===== config.mk =====
export PLATFORM = sky130hd
export DESIGN_NAME = fcpf_three
export DESIGN_NICKNAME = d
export VERILOG_FILES = /design/src/rtl/fcpf_three.sv
export SDC_FILE = /design/constraint.sdc
export NUM_CORES = 1
export LEC_CHECK = 0
export BUFFER_PORTS_ARGS = -buffer_cell sky130_fd_sc_hd__buf_4
export CAP_MARGIN = 10
export CORE_MARGIN = 10
export CORE_UTILIZATION = 50
export DETAILED_ROUTE_END_ITERATION = 10
export MAX_ROUTING_LAYER = met4
export PLACE_DENSITY_LB_ADDON = 0.1
export SYNTH_ARGS = -nofsm -noshare
export SYNTH_HDL_FRONTEND = slang
export SYNTH_SLANG_ARGS = --single-unit

===== constraint.sdc =====
create_clock -name vclk -period 16.2
set_input_delay 1.62 -clock vclk [all_inputs]
set_output_delay 1.62 -clock vclk [all_outputs]
set_load 0.005 [all_outputs]

===== src/rtl/fcpf_three.sv =====
// Midrange, median and truncated average of one channel's three samples.
module fcpf_three #(
   parameter int SAMPLE_BITS = 10
) (
   input  logic [SAMPLE_BITS-1:0] a,
   input  logic [SAMPLE_BITS-1:0] b,
   input  logic [SAMPLE_BITS-1:0] c,
   output logic [SAMPLE_BITS-1:0] midrange,
   output logic [SAMPLE_BITS-1:0] median,
   output logic [SAMPLE_BITS-1:0] avg
);
   localparam int SUM_BITS  = SAMPLE_BITS + 2;
   localparam int DIV_SHIFT = SUM_BITS + 1;
   localparam int MULT_BITS = DIV_SHIFT - 1;
   localparam int PROD_BITS = SUM_BITS + MULT_BITS;
   localparam logic [MULT_BITS-1:0] DIV_MULT =
      MULT_BITS'(((64'd1 << DIV_SHIFT) + 64'd2) / 64'd3);

   logic [SAMPLE_BITS-1:0] max_ab;
   logic [SAMPLE_BITS-1:0] min_ab;
   logic [SAMPLE_BITS-1:0] max_abc;
   logic [SAMPLE_BITS-1:0] min_abc;
   logic [SAMPLE_BITS:0]   span_sum;
   logic [SUM_BITS-1:0]    sum;
   logic [PROD_BITS-1:0]   prod;

   assign max_ab  = (a > b) ? a : b;
   assign min_ab  = (a < b) ? a : b;
   assign max_abc = (max_ab > c) ? max_ab : c;
   assign min_abc = (min_ab < c) ? min_ab : c;

   assign span_sum = (SAMPLE_BITS+1)'(max_abc) + (SAMPLE_BITS+1)'(min_abc);
   assign midrange = span_sum[SAMPLE_BITS:1];

   always_comb begin
      if (a >= b) begin
         if (b >= c) begin
            median = b;
         end else begin
            median = (a >= c) ? c : a;
         end
      end else begin
         if (a >= c) begin
            median = a;
         end else begin
            median = (b >= c) ? c : b;
         end
      end
   end

   // divide by three through the reciprocal
   assign sum  = SUM_BITS'(a) + SUM_BITS'(b) + SUM_BITS'(c);
   assign prod = PROD_BITS'(sum) * PROD_BITS'(DIV_MULT);
   assign avg  = prod[DIV_SHIFT +: SAMPLE_BITS];
endmodule


* Yosys cells after proc, flatten, opt, wreduce, memory -nomap -nowiden
Cells that the tools add are included.
Operators by class: $add $sub $neg 3, multipliers 1, div/mod/pow operators 0, order comparisons 7, equal/unequal tests 0, shifts and indexed selects 0, mux-type cells 9, bitwise operators 0, reduce and logical (&&, ||, !) cells 0
Operators by type and width (number):
- 10-bit two-way mux | 9
- 10-bit >= comparator | 3
- 12-bit by 12-bit multiplier with 23-bit output, second input constant | 1
- 10-bit by 10-bit adder with 11-bit output | 2
- 10-bit greater-than comparator | 2
- 10-bit less-than comparator | 2
- 11-bit by 10-bit adder with 12-bit output | 1
Word-level totals: bits in registers 0, latch bits 0, memory bits (writable) 0, bits in read-only memories 0, bits of input ports 30, output and inout port bits 30, logic and storage cells 20, memories 0

* Logic depth before layout (Yosys ltp)
depth in word-level cells 5, mapped depth 29, mapped depth without buffers 29

* Least setup slack after synthesis
No wires, ideal clock.
path type input -> output, from input a[2], to output avg[9], arrival 7.885 ns, required time 14.580 ns, path slack 6.695 ns, stages on the path 28, path through fa_1 ha_1 a21o_1 a21oi_1 o21bai_1 a21oi_1 o21ai_0 a21oi_1 nor2b_1 o21ai_0 inv_1 ha_1 fa_1 fa_1 inv_1 fa_1 inv_1 ha_1 a21oi_1 o21bai_1 a21oi_1 inv_1 a41o_1 a21o_1 a41oi_1 a21oi_1 a21oi_1 xnor2_1
On the way: word-level cells in the longest chain between the ends 3
RTL lines:
- start, declared | line 5 | input logic [SAMPLE_BITS-1:0] a,
- 10-bit by 10-bit adder with 11-bit output | line 52 | assign sum = SUM_BITS'(a) + SUM_BITS'(b) + SUM_BITS'(c);
- 11-bit by 10-bit adder with 12-bit output | line 52
- 12-bit by 12-bit multiplier with 23-bit output | line 53 | assign prod = PROD_BITS'(sum) * PROD_BITS'(DIV_MULT);
- end, declared | line 10 | output logic [SAMPLE_BITS-1:0] avg
No other way between the ends.

* Worst setup path in the final report
Same ends and word-level chain as after synthesis.

==> out/results.ini <==
[die]
rows = 36
die_w_um = 121.1
die_area_um2 = 14650
fp.dieH_um = 121.1
core_area_um2 = 9864
num_io_pins = 60
start_util_pct = 51.76

[cells_and_area]
stdcell_count = 810
fin_nets = 903
seq_area_um2 = 0
nClkBuffers = 0
stdcell_area_um2 = 5707
drive_gt1_share_pct = 12.85
seq_cells = 0
num_antenna_cells = 0
area_delta_synth_final_pct = 11.76

[critical_path]
crit_fanout = 6
cpMostUsedCell = a21oi_1
start_kind = input port
critPathTopFamily = compound AO/OA/AOI/OAI gates
cpMaxStageDelayCell = o21ai_0
crit_type = in -> out
max_stage_delay_ps = 570
required_ps = 14580
arrival_ps = 8660
endpoint_kind = primary output
cp_num_buf_inv = 6

[detailed_routing]
vias = 4327
wl_met3_um = 508
ant_nets = 0
first_pass_iters = 7
wl_per_cell_um = 14.73
wl_met2_um = 4865
via_per_inst = 5.342
routed_wirelength_um = 11940
drc = 0
drtIter0Drc = 194
wl_met1_um = 6561
top_layer = met3

[synth]
synth_nets = 846
synth.distinct_cells = 48
avgSynthCellArea_um2 = 8.209
syn_area_um2 = 5106
yosys_warnings = 0
yosysSeqAreaShare_pct = 0
netlist_instances = 622

[grt]
antenna_found_initial = 0
grt_pass1_wl_um = 20450
grt_max_degree = 24
overflow = 0
grt_pass1_vias = 4366
track_usage_pct = 16.81

[status]
status = finished clean

[timing]
hold_violations = 0
tns_ps = 0
relSlewSlack_pct = 30.29
rsz0062_at_grt = false
setup_viol = 0
setup_ws_ps = 5924
final.period_utilization_pct = 63.43
slew_viol_final = 0
final.min_clock_period_ps = 10280
tightest_slew_ps = 1042
fmax_mhz = 97.31

[placement]
dp_cells = 810
place_area_um2 = 5707
gp_congestion = 0.8994
pre_cts_ws_ps = 5893
dp_hpwl_um = 10770
io_buffer_count = 60

[clock_tree]
holdBufCountCts = 0
cts_resized = 0
cts_setup_buffers = 0

[job]
drv_cap = 0

[min_path]
worstHoldPathType = in -> out

[layer usage]
metal  vias to the layer above  GRT usage (%)
li1                       2237              -
met1                      2002          25.99
met2                        88          24.49
met3                         0          1.210
met4                         0              0
met5                         -              -
[per-stage QoR]
stage	hold WS [ps]	utilization, %
4_1_cts	3615	57.85
5_1_grt	3633	57.85
3_3_place_gp	3607	57.85
6_report	3611	57.85
3_5_place_dp	3607	57.85
2_1_floorplan	3404	-
[Yosys cell counts (all sizes together), types with 5 or more instances]
cell,count,area [µm²]
fa,48,960.9
or2,11,68.82
o21ai,42,210.2
xnor2,19,166.4
nand2,34,127.6
nor2b,7,43.79
clkbuf,5,18.77
a21oi,51,255.2
ha,146,1827
nand2b,7,43.79
nor2,32,120.1
o221a,10,112.6
nor3,10,50.05
inv,124,465.5
xor2,15,131.4
a21o,10,75.07
[cells by family after synthesis]
kind of cell | Yosys count | share of synthesized area (%)
xor+xnor | 34 | 5.832
simple gates | 117 | 11.20
mux | 3 | 0.6371
compound gates | 144 | 18.16
fa+ha+maj | 194 | 54.59
buf+inv | 130 | 9.581
[cell type report]
| cell class | count | area, µm² |
|---|---|---|
| timing repair buffer | 61 | 457.9 |
| inverter | 124 | 465.4 |
| fill | 915 | 4158 |
| multi-input combinational | 492 | 4617 |
| tap | 133 | 166.4 |
[path summary, 6_finish.rpt]
| check | depth (start not counted) | start | endpoint |
|---|---|---|---|
| worst min-delay path | 3 | c[9] | median[9] |
| worst max-delay path | 30 | a[2] | avg[9] |
[layout by cell type, fill, tap and decap left out, drive strengths merged, types with 3 or more instances in the layout]
master,instances
o21a,4
inv,124
nor2b,7
o21bai,4
a211oi,3
buf,61
ha,146
o221a,10
nand4,4
o21ai,42
nor2,32
a21oi,51
nand2b,7
nand2,34
xnor2,19
xor2,15
or2,11
fa,48
a21o,10
nor3,10
o211ai,3
Power is not shown: default switching activity piles up to over one toggle a cycle in this logic, so the estimate is an artifact.
