`config.mk`:
```
export PLATFORM = sky130hd
export DESIGN_NAME = fcpf_lowpass
export DESIGN_NICKNAME = d
export VERILOG_FILES = /design/src/rtl/fcpf_pkg.sv /design/src/rtl/fcpf_lowpass.sv
export SDC_FILE = /design/constraint.sdc
export NUM_CORES = 1
export LEC_CHECK = 0
export ABC_AREA = 1
export BUFFER_PORTS_ARGS = -buffer_cell sky130_fd_sc_hd__buf_2
export CAP_MARGIN = 20
export CORE_MARGIN = 2
export CORE_UTILIZATION = 32
export DETAILED_ROUTE_END_ITERATION = 12
export SLEW_MARGIN = 25
export SYNTH_ARGS = -nofsm -noshare
export SYNTH_HDL_FRONTEND = slang
export SYNTH_SLANG_ARGS = --single-unit
```
`constraint.sdc`:
```
create_clock -name vclk -period 37.4
set_input_delay 7.48 -clock vclk [all_inputs]
set_output_delay 7.48 -clock vclk [all_outputs]
set_load 0.01 [all_outputs]
```
`src/rtl/fcpf_pkg.sv`:
```
// Shared constants, codes and types of the four-channel potentiometer filter.
package fcpf_pkg;

   localparam int CHANNELS       = 4;
   localparam int SLOT_COUNT     = 12;
   localparam int LAST_SLOT      = 11;
   localparam int SLOT_BITS      = 4;
   localparam int CHAN_BITS      = 2;
   localparam int COEF_BITS      = 16;
   localparam int MODE_BITS      = 2;
   localparam int CSR_INDEX_BITS = 2;
   localparam int CSR_DATA_BITS  = 16;

   typedef logic [MODE_BITS-1:0]      mode_type;
   typedef logic [CSR_INDEX_BITS-1:0] csr_index_type;
   typedef logic [COEF_BITS-1:0]      coef_type;
   typedef logic [SLOT_BITS-1:0]      slot_type;

   localparam mode_type MODE_MIDRANGE = 2'd0;
   localparam mode_type MODE_MEDIAN   = 2'd1;
   localparam mode_type MODE_LOWPASS  = 2'd2;

   localparam csr_index_type CSR_FILTER_MODE = 2'd0;
   localparam csr_index_type CSR_COEF_KEEP   = 2'd1;
   localparam csr_index_type CSR_COEF_NEW    = 2'd2;

   localparam mode_type MODE_RESET      = MODE_MEDIAN;
   localparam coef_type COEF_KEEP_RESET = 16'd60948;
   localparam coef_type COEF_NEW_RESET  = 16'd4588;

   typedef struct packed {
      logic                 fresh;
      logic [CHAN_BITS-1:0] next_channel;
   } item_ctrl_type;

endpackage

```
`src/rtl/fcpf_lowpass.sv`:
```
// One first-order low-pass step on a fixed-point state, truncated and saturated.
module fcpf_lowpass #(
   parameter int SAMPLE_BITS   = 10,
   parameter int FRACTION_BITS = 16
) (
   input  fcpf_pkg::coef_type                   coef_keep,
   input  fcpf_pkg::coef_type                   coef_new,
   input  logic [SAMPLE_BITS+FRACTION_BITS-1:0] state,
   input  logic [SAMPLE_BITS-1:0]               avg,
   output logic [SAMPLE_BITS+FRACTION_BITS-1:0] next_state
);
   localparam int STATE_BITS = SAMPLE_BITS + FRACTION_BITS;
   localparam int KEEP_BITS  = fcpf_pkg::COEF_BITS + STATE_BITS;
   localparam int NEW_BITS   = fcpf_pkg::COEF_BITS + SAMPLE_BITS;
   localparam int ACC_BITS   = KEEP_BITS + 1;

   logic [KEEP_BITS-1:0] keep_prod;
   logic [NEW_BITS-1:0]  new_prod;
   logic [ACC_BITS-1:0]  acc;
   logic [STATE_BITS:0]  scaled;

   assign keep_prod = KEEP_BITS'(coef_keep) * KEEP_BITS'(state);
   assign new_prod  = NEW_BITS'(coef_new) * NEW_BITS'(avg);
   assign acc       = ACC_BITS'(keep_prod) + (ACC_BITS'(new_prod) << FRACTION_BITS);
   assign scaled    = acc[ACC_BITS-1:fcpf_pkg::COEF_BITS];

   assign next_state = scaled[STATE_BITS] ? {STATE_BITS{1'b1}} : scaled[STATE_BITS-1:0];
endmodule

```
Word level (Yosys, flattened, before mapping). Cells that the tools add are included.

Output and inout port bits: 26. Input bits: 68. Flip-flop bits (word level): 0.

$add $sub $neg: 1. Muxes and demuxes: 1. Multipliers: 2.

Operator list (count): 42-bit by 42-bit adder with 43-bit output (1); 16-bit by 26-bit multiplier with 42-bit output (1); 16-bit by 10-bit multiplier with 26-bit output (1); 26-bit two-way mux (1).

Longest topological paths before layout. Gate-level depths: netlist of run 1.

Word-level depth: 3. Mapped depth: 37. Gate-level depth less buffers: 33.

Worst setup path before layout of run 1. OpenSTA, ideal clock, no wires.

Kind: input port to output port. Start point: in avg[1]. End point: out next_state[24]. Path buffers: 3. Stages: 32. Required time: 29.920 ns. Slack: 14.981 ns. Arrival: 14.939 ns. Path through: clkbuf_1 > clkbuf_1 > nand2_1 > fa_1 > inv_1 > fa_1 > inv_1 > fa_1 > inv_1 > fa_1 > fa_1 > ha_1 > nand2_1 > inv_1 > a21oi_1 > nand2_1 > xor2_1 > fa_1 > fa_1 > fa_1 > fa_1 > inv_1 > ha_1 > a21oi_1 > o21ai_0 > a21oi_1 > nand2_1 > nand2_1 > nand4_1 > nand2_4 > buf_6 > nand3_1.

Longest elaborated chain between the ends: 3.

Ends and longest elaborated chain: start: declaration (RTL line fcpf_lowpass.sv:9) `input logic [SAMPLE_BITS-1:0] avg,`; 16-bit by 10-bit multiplier with 26-bit output (RTL line fcpf_lowpass.sv:23) `assign new_prod = NEW_BITS'(coef_new) * NEW_BITS'(avg);`; 42-bit by 42-bit adder with 43-bit output (RTL line fcpf_lowpass.sv:24) `assign acc = ACC_BITS'(keep_prod) + (ACC_BITS'(new_prod) << FRACTION_BITS);`; 26-bit two-way mux (RTL line fcpf_lowpass.sv:27) `assign next_state = scaled[STATE_BITS] ? {STATE_BITS{1'b1}} : scaled[STATE_BITS-1:0];`; end: declaration (RTL line fcpf_lowpass.sv:10) `output logic [SAMPLE_BITS+FRACTION_BITS-1:0] next_state`.

Every way passes these cells.

Worst setup path after layout of run 1.
Start point: in avg[1]. End point: out next_state[10].

The elaborated chain is that of the path after synthesis.

==> results of run 1 <==
==> worst max-delay path: cells and delay by family <==
kind / cells / cell delay, ns
XOR/XNOR: 1 / 0.31
adder cells (fa/ha/maj): 11 / 4.78
AO/OA/AOI/OAI: 7 / 1.52
buffers and inverters: 8 / 0.78
AND/OR/NAND/NOR: 6 / 0.87
==> routing by layer <==
layer,up-vias,global-route usage
met5,-,0
met4,6,0.0489
met3,103,0.0119
met2,404,0.336
met1,8003,0.223
li1,7518,-
==> kinds of logic after synthesis <==
group           Yosys count  share of synthesized area
fa+ha+maj               651                      0.583
buf+inv                 906                      0.171
xor+xnor                 34                     0.0149
compound gates          152                     0.0431
simple gates            940                      0.187
==> cell usage after synthesis <==
library cell / number
nor2_4: 1
a21boi_0: 2
inv_1: 768
a31oi_1: 4
nand4_1: 8
nand2_1: 768
a21oi_1: 74
a21boi_1: 1
nand2_4: 1
buf_1: 2
xor2_1: 14
buf_6: 1
fa_1: 469
a221oi_1: 1
clkbuf_1: 131
o21ai_1: 2
inv_2: 1
nand3_2: 11
o21a_1: 6
buf_8: 1
o21ai_0: 35
nor2_2: 1
o21ai_2: 1
nor2_1: 75
o211ai_1: 1
and3_1: 1
nor3_2: 1
nand3_1: 51
buf_2: 2
xnor2_1: 20
nor3_1: 14
nand3b_1: 2
a21o_1: 7
nor4_1: 2
nand2_2: 4
ha_1: 182
o21bai_1: 16
a211oi_1: 1
o2111ai_1: 1
==> stage by stage <==
step / worst slack (ns) / hold slack, ns / std cells
3_3_place_gp: 14.23 / 16.03 / 3477
4_1_cts: 14.15 / 16.04 / 3477
3_5_place_dp: 14.19 / 16.04 / 3477
5_1_grt: 13.58 / 16.12 / 3478
2_1_floorplan: 14.98 / 15.51 / 2683
6_report: 14.17 / 16.03 / 3478
==> cells in the final DEF, fill, tap and decap left out, types with 2 or more instances in the layout <==
cell      synthesis  routed
fa_1            469     469
a21boi_0          2       2
xnor2_1          20      20
nand3_2          11      11
o21bai_1         16      16
o21ai_0          35      35
nand4_1           8       8
buf_2             2      94
a21oi_1          74      74
nand3_1          51      51
nand3b_1          2       2
nand2_1         768     768
nor3_1           14      14
o21a_1            6       6
o21ai_1           2       2
a31oi_1           4       4
xor2_1           14      14
inv_1           768     768
nor4_1            2       2
ha_1            182     182
nand2_2           4       4
nor2_1           75      75
a21o_1            7       7
==> final timing paths <==
check  startpoint             end  slack (ns)  cells after the start
min      state[0]   next_state[4]       16.03                      9
max        avg[1]  next_state[10]       14.17                     33
==> final cells by class <==
| class | instances | area, um2 | share of cell area |
|---|---|---|---|
| repair buffers | 94 | 470 | 0.0224 |
| inverters | 769 | 2890 | 0.138 |
| well taps | 837 | 1050 | 0.0499 |
| diodes | 1 | 2.50 | 0.000119 |
| multi-input cells | 1777 | 16600 | 0.790 |
==> run metrics, run 1 <==
max-slew violations 0; Most common cell on crit path fa_1; vias in the first global route 17515; largest net degree at the start of global routing 27; DRT iter0 DRCs 798; Overflow after GRT 0; Filler Cell Count 6734; num sequential 0; MaxCap Viol Count 0; # hold bufs at CTS 0; Util after Layout 0.340; Slew @ Worst Pin 0.799 ns; status completed; Synth cell types 39; via count 16034; I/O Buffers 94; WL met2 28600 um; crit-path max FO 26; antenna violation net count after detailed routing 0; Setup violations, final 0; Placed Area 0.0210 mm2; P&R area growth vs syn 4.92%; slowest stage delay, CP 0.55 ns; design area 0.0210 mm2; Worst slew margin 0.468; core outline area 0.0617 mm2; Clock buffer cells 0; Reg area 0 um2; Fmax 43.0 MHz; DIE AREA 0.0645 mm2; share of cells above drive strength 1 0.0436; post-CTS sizing 0; Slowest cell on crit path fa_1; Synth area leader fa_1; GPL Wtd Cong 0.925; WP data arrival 15.75 ns; antenna violations before repair 5; Chip Height 254 um; startpoint type of the worst setup path input port; Mapped Nets 3402; I/O Pins 94; number of remaining DRC errors 0; row cnt 91; worst endpoint required time 29.92 ns; sequential element share of the synthesized area 0; hpwl dp 45700 um; Vias/cell 4.61; chip width 254 um; nets 3361; Synth area leaders fa_1 47%, inv_1 14%, nand2_1 14%, ha_1 11%, clkbuf_1 2.5%; period utilisation layout 0.621; Routed met1 length 22800 um; Max Used Layer met5; yosys warns 0; Setup TNS Final 0 ns; post-synth top area share 0.470; total track usage 0.180; Synth Cell Area 0.0200 mm2; final hold violations 0; Final min period 23.23 ns; Crit. End Element primary output; first-pass GRT wire length 92000 um; Post CTS Setup Buffer Count 0; Cells after Synth 2683; HP Class input port to primary output; RSZ-0062 raised after global routing no; TritonRoute pass-1 iters 5; CP Class input port to primary output; final wirelength 55200 um; Syn Area/Cell 7.45 um2; DR WL met3 2180 um; wire per inst 15.9 um; initial core utilization 0.324
Power of run 1 is not shown: default switching activity piles up to over one toggle a cycle in this logic, so the estimate is an artifact.
==> inputs of run 2 (changes only) <==
ABC_AREA = 0   (was 1)
clock period = 24 ns   (was 37.4 ns; I/O delays follow)
==> run 2 against run 1 <==
Net effect:
- setup slack worse by 8.5 ns
- synthesized cell count is 20% lower
- core utilization increased by 0.17 points
- die area decreased by 6.9%
- critical path depth is 2 lower
- largest cell class unchanged
==> run metrics, run 2 <==
Post-Synth Simple-Gate Area 0.173 (was 0.187); Hold Path Sink next_state[0] (was next_state[4]); Vias/cell 4.79 (was 4.61); Util after Layout 0.342 (was 0.340); wire per inst 16.6 um (was 15.9 um); multiplexer share of the synthesized area 0 (unchanged); CP Class input port to primary output (unchanged); sequential element share of the synthesized area 0 (unchanged); chip width 245 um (was 254 um); GPL Wtd Cong 0.884 (was 0.925); RSZ-0062 raised after global routing no (unchanged); final wirelength 48100 um (was 55200 um); count leader, synth inv_1; XOR/XNOR share of the synthesized area 0.0231 (was 0.0149); Fmax 54.4 MHz; first-pass GRT wire length 81600 um (was 92000 um); WP data arrival 13.58 ns (was 15.75 ns); largest family of logic cells by synthesized area adder cells (unchanged); antenna violations before repair 3 (was 5); Overflow after GRT 0 (unchanged); period utilisation layout 0.766; status completed (unchanged); antenna violation net count after detailed routing 0 (unchanged); commonest non-fill, non-tap cell in the layout inv_1; Slowest cell on crit path fa_1 (unchanged); post-synthesis compound-gate area fraction 0.0549 (was 0.0431); # hold bufs at CTS 0 (unchanged); I/O Pins 94 (unchanged); DIE AREA 0.0600 mm2 (was 0.0645 mm2); I/O Buffers 94 (unchanged); Slew @ Worst Pin 0.747 ns (was 0.799 ns); slowest stage delay, CP 0.59 ns (was 0.55 ns); TritonRoute pass-1 iters 5 (unchanged); yosys warns 0 (unchanged); top cells by instance count after synthesis 504 x inv_1, 469 x fa_1, 400 x nand2_1 (was 768 x inv_1, 768 x nand2_1, 469 x fa_1); row cnt 88 (was 91); Worst slew margin 0.495 (was 0.468); Mapped Nets 2853 (was 3402); post-CTS sizing 0 (unchanged); Syn Area/Cell 8.71 um2 (was 7.45 um2); hold_ws 11.00 ns (was 16.03 ns); nets 2855 (was 3361); Synth area leader fa_1 (unchanged); Setup violations, final 0 (unchanged); P&R area growth vs syn 5.85% (was 4.92%); share of cells above drive strength 1 0.0506 (was 0.0436); vias in the first global route 15238 (was 17515); max-slew violations 0 (unchanged); Synth area leaders fa_1 51%, ha_1 12%, inv_1 10%, nand2_1 8.1%, and2_1 6.7% (was fa_1 47%, inv_1 14%, nand2_1 14%, ha_1 11%, clkbuf_1 2.5%); Cells after Synth 2134 (was 2683); crit-path max FO 20 (was 26); adder-cell share of the synthesized area 0.628 (was 0.583); final hold violations 0 (unchanged); Clock buffer cells 0 (unchanged); hpwl dp 40000 um (was 45700 um); Synth Cell Area 0.0186 mm2 (was 0.0200 mm2); area of the multi-input gates 0.0163 mm2 (was 0.0166 mm2); largest net degree at the start of global routing 27 (unchanged); Final min period 18.38 ns; via count 13902 (was 16034); Chip Height 245 um (was 254 um); hold path depth 9 (unchanged); num sequential 0 (unchanged); most frequent cells in the layout 504 x inv_1, 469 x fa_1, 400 x nand2_1 (was 768 x nand2_1, 768 x inv_1, 469 x fa_1); worst endpoint required time 19.20 ns (was 29.92 ns); Most common cell on crit path fa_1 (unchanged); initial core utilization 0.323 (was 0.324); Synth cell types 49 (was 39); HP Class input port to primary output (unchanged); DRT iter0 DRCs 582 (was 798); hold path start state[0] (unchanged); Crit. End Element primary output (unchanged); Post CTS Setup Buffer Count 0 (unchanged); total track usage 0.168 (was 0.180); Filler Cell Count 5979 (was 6734); number of remaining DRC errors 0 (unchanged); core outline area 0.0576 mm2 (was 0.0617 mm2); MaxCap Viol Count 0 (unchanged); Setup TNS Final 0 ns (unchanged); post-synth top area share 0.505 (was 0.470); startpoint type of the worst setup path input port (unchanged); Reg area 0 um2 (unchanged)
## run 2: cell types whose count changed after synthesis, moves of 21 or more
| cell | before | now |
|---|---|---|
| clkbuf_1 | 131 | 92 |
| nand2b_1 | 0 | 27 |
| and2_1 | 0 | 200 |
| nand3_1 | 51 | 9 |
| a21oi_1 | 74 | 52 |
| nor2_1 | 75 | 17 |
| nand2_1 | 768 | 400 |
| inv_1 | 768 | 504 |
| o21ai_0 | 35 | 14 |
## run 2: through the flow
step	cells	setup WS (ns)	instance area [um2]
final	2901	5.62	19700
after global routing	2900	5.16	19700
after detailed placement	2899	5.67	19700
after CTS	2899	5.65	19700
after floorplan	2134	6.51	18600
after global placement	2899	5.78	19700
## run 2: per-layer routing
layer  global-route usage  wire length, um
met5                    0               12
met2                0.287            23300
met4               0.0160              365
met1                0.241            21900
met3               0.0128             2470
## run 2: logic make-up after synthesis
family	after synthesis
AOI/OAI and AO/OA	152
xor gates and xnor gates	49
adders and majority gates	651
buffers and inverters	599
and+or+nand+nor	683
## run 2: critical path, delay by kind of cell
| kind | cells | cell delay (ns) |
|---|---|---|
| buffers and inverters | 7 | 0.91 |
| adders and majority gates | 11 | 5.28 |
| and+or+nand+nor | 5 | 0.84 |
| AOI/OAI and AO/OA | 8 | 1.73 |
## run 2: worst max path at each step
stage               startpoint              to  slack (ns)  cells after the start
floorplan               avg[1]  next_state[25]        6.51                     33
global placement        avg[1]  next_state[18]        5.78                     31
detailed placement      avg[1]  next_state[18]        5.67                     31
CTS                     avg[1]  next_state[18]        5.65                     31
global route            avg[1]  next_state[18]        5.16                     31
finish                  avg[1]  next_state[18]        5.62                     31
## run 2: layout make-up
cell class | instances | share of cell area
Inverter | 504 | 0.0962
Multi-Input combinational cell | 1535 | 0.831
Timing Repair Buffer | 95 | 0.0243
Antenna cell | 2 | 0.000254
Tap cell | 765 | 0.0486
Power of run 2 is left out for the same reason.
==> inputs of run 3 (changes only) <==
clock period = 19 ns   (was 24 ns; I/O delays follow)
==> run 3 against run 2 <==
Net effect:
- largest cell class unchanged
- clock-buffer cell count stayed put
- critical path depth did not move
- routed wire length down 1.1%
- hold slack got worse by 2.0 ns
- global-route usage shrank 0.088 points
- sequential cell count is the same
- critical endpoint unchanged
==> run metrics, run 3 (synthesized netlist as in run 2, its figures left out) <==
Placed Area 0.0197 mm2 (unchanged); Crit. End Element primary output (unchanged); antenna violation net count after detailed routing 0 (unchanged); Final min period 16.47 ns; Setup violations, final 0 (unchanged); slowest stage delay, CP 0.58 ns (was 0.59 ns); # hold bufs at CTS 0 (unchanged); TritonRoute pass-1 iters 5 (unchanged); Filler Cell Count 6006 (was 5979); startpoint type of the worst setup path input port (unchanged); I/O Buffers 94 (unchanged); period utilisation layout 0.867; number of remaining DRC errors 0 (unchanged); Chip Height 245 um (unchanged); DIE AREA 0.0600 mm2 (unchanged); Worst Setup SP avg[1] (unchanged); most frequent cells in the layout 504 x inv_1, 469 x fa_1, 400 x nand2_1 (unchanged); HP Class input port to primary output (unchanged); max-slew violations 0 (unchanged); I/O Pins 94 (unchanged); Reg area 0 um2 (unchanged); vias in the first global route 15309 (was 15238); initial core utilization 0.323 (unchanged); GPL Wtd Cong 0.883 (was 0.884); antenna violations before repair 4 (was 3); commonest non-fill, non-tap cell in the layout inv_1 (unchanged); wire per inst 16.4 um (was 16.6 um); via count 13782 (was 13902); Vias/cell 4.75 (was 4.79); total track usage 0.167 (was 0.168); Slew @ Worst Pin 0.836 ns (was 0.747 ns); Slowest cell on crit path fa_1 (unchanged); hpwl dp 40000 um (about the same); row cnt 88 (unchanged); WP data arrival 12.67 ns (was 13.58 ns); design area 0.0197 mm2 (about the same); Clock buffer cells 0 (unchanged); hold path start state[0] (unchanged); chip width 245 um (unchanged); first-pass GRT wire length 81100 um (was 81600 um); Most common cell on crit path fa_1 (unchanged); DRT iter0 DRCs 642 (was 582); MaxCap Viol Count 0 (unchanged); crit-path max FO 20 (unchanged); post-CTS sizing 0 (unchanged); Fmax 60.7 MHz; CP Class input port to primary output (unchanged); final wirelength 47500 um (was 48100 um); P&R area growth vs syn 5.84% (was 5.85%); Setup TNS Final 0 ns (unchanged); final hold violations 0 (unchanged); Overflow after GRT 0 (unchanged); RSZ-0062 raised after global routing no (unchanged); worst endpoint required time 15.20 ns (was 19.20 ns); num sequential 0 (unchanged); Post CTS Setup Buffer Count 0 (unchanged); core outline area 0.0576 mm2 (unchanged); status completed (unchanged); largest net degree at the start of global routing 27 (unchanged); nets 2855 (unchanged); Worst slew margin 0.436 (was 0.495); share of cells above drive strength 1 0.0506 (unchanged)
-- run 3: cell types whose count changed in the layout (fill, tap and decap cells not counted), sizes merged --
cell   previous run  this run
diode             2         1
-- run 3: area by class of cell --
class / count / area [um2] / area share
Antenna cell: 1 / 2.50 / 0.000127
Inverter: 504 / 1890 / 0.0962
Multi-Input combinational cell: 1535 / 16300 / 0.831
Tap cell: 765 / 957 / 0.0487
Timing Repair Buffer: 95 / 478 / 0.0243
-- run 3: path summary, 6_finish.rpt --
check                   endpoint  slack, ns  cells after the start
setup / recovery  next_state[18]       2.53                     31
hold / removal     next_state[0]       9.00                      9
-- run 3: worst max-delay path: cells and delay by family --
family / cells / cell delay, ns
compound gates: 8 / 1.90
buf+inv: 7 / 0.89
simple gates: 5 / 0.82
fa+ha+maj: 11 / 5.24
-- run 3: per-layer routing --
| layer | wire [um] | GRT usage | up-vias |
|---|---|---|---|
| li1 | - | - | 6261 |
| met3 | 2380 | 0.0186 | 39 |
| met5 | 38 | 0 | - |
| met1 | 21700 | 0.234 | 7150 |
| met2 | 22700 | 0.282 | 326 |
| met4 | 717 | 0.0280 | 6 |
-- run 3: through the flow --
stage	instances	setup slack (ns)	utilization	hold WS (ns)
2_1_floorplan	2134	3.51	-	8.31
3_3_place_gp	2899	2.79	0.342	8.99
3_5_place_dp	2899	2.54	0.342	8.98
4_1_cts	2899	2.49	0.342	8.99
5_1_grt	2900	2.02	0.342	9.04
6_report	2900	2.53	0.342	9.00
Power of run 3 is left out for the same reason.
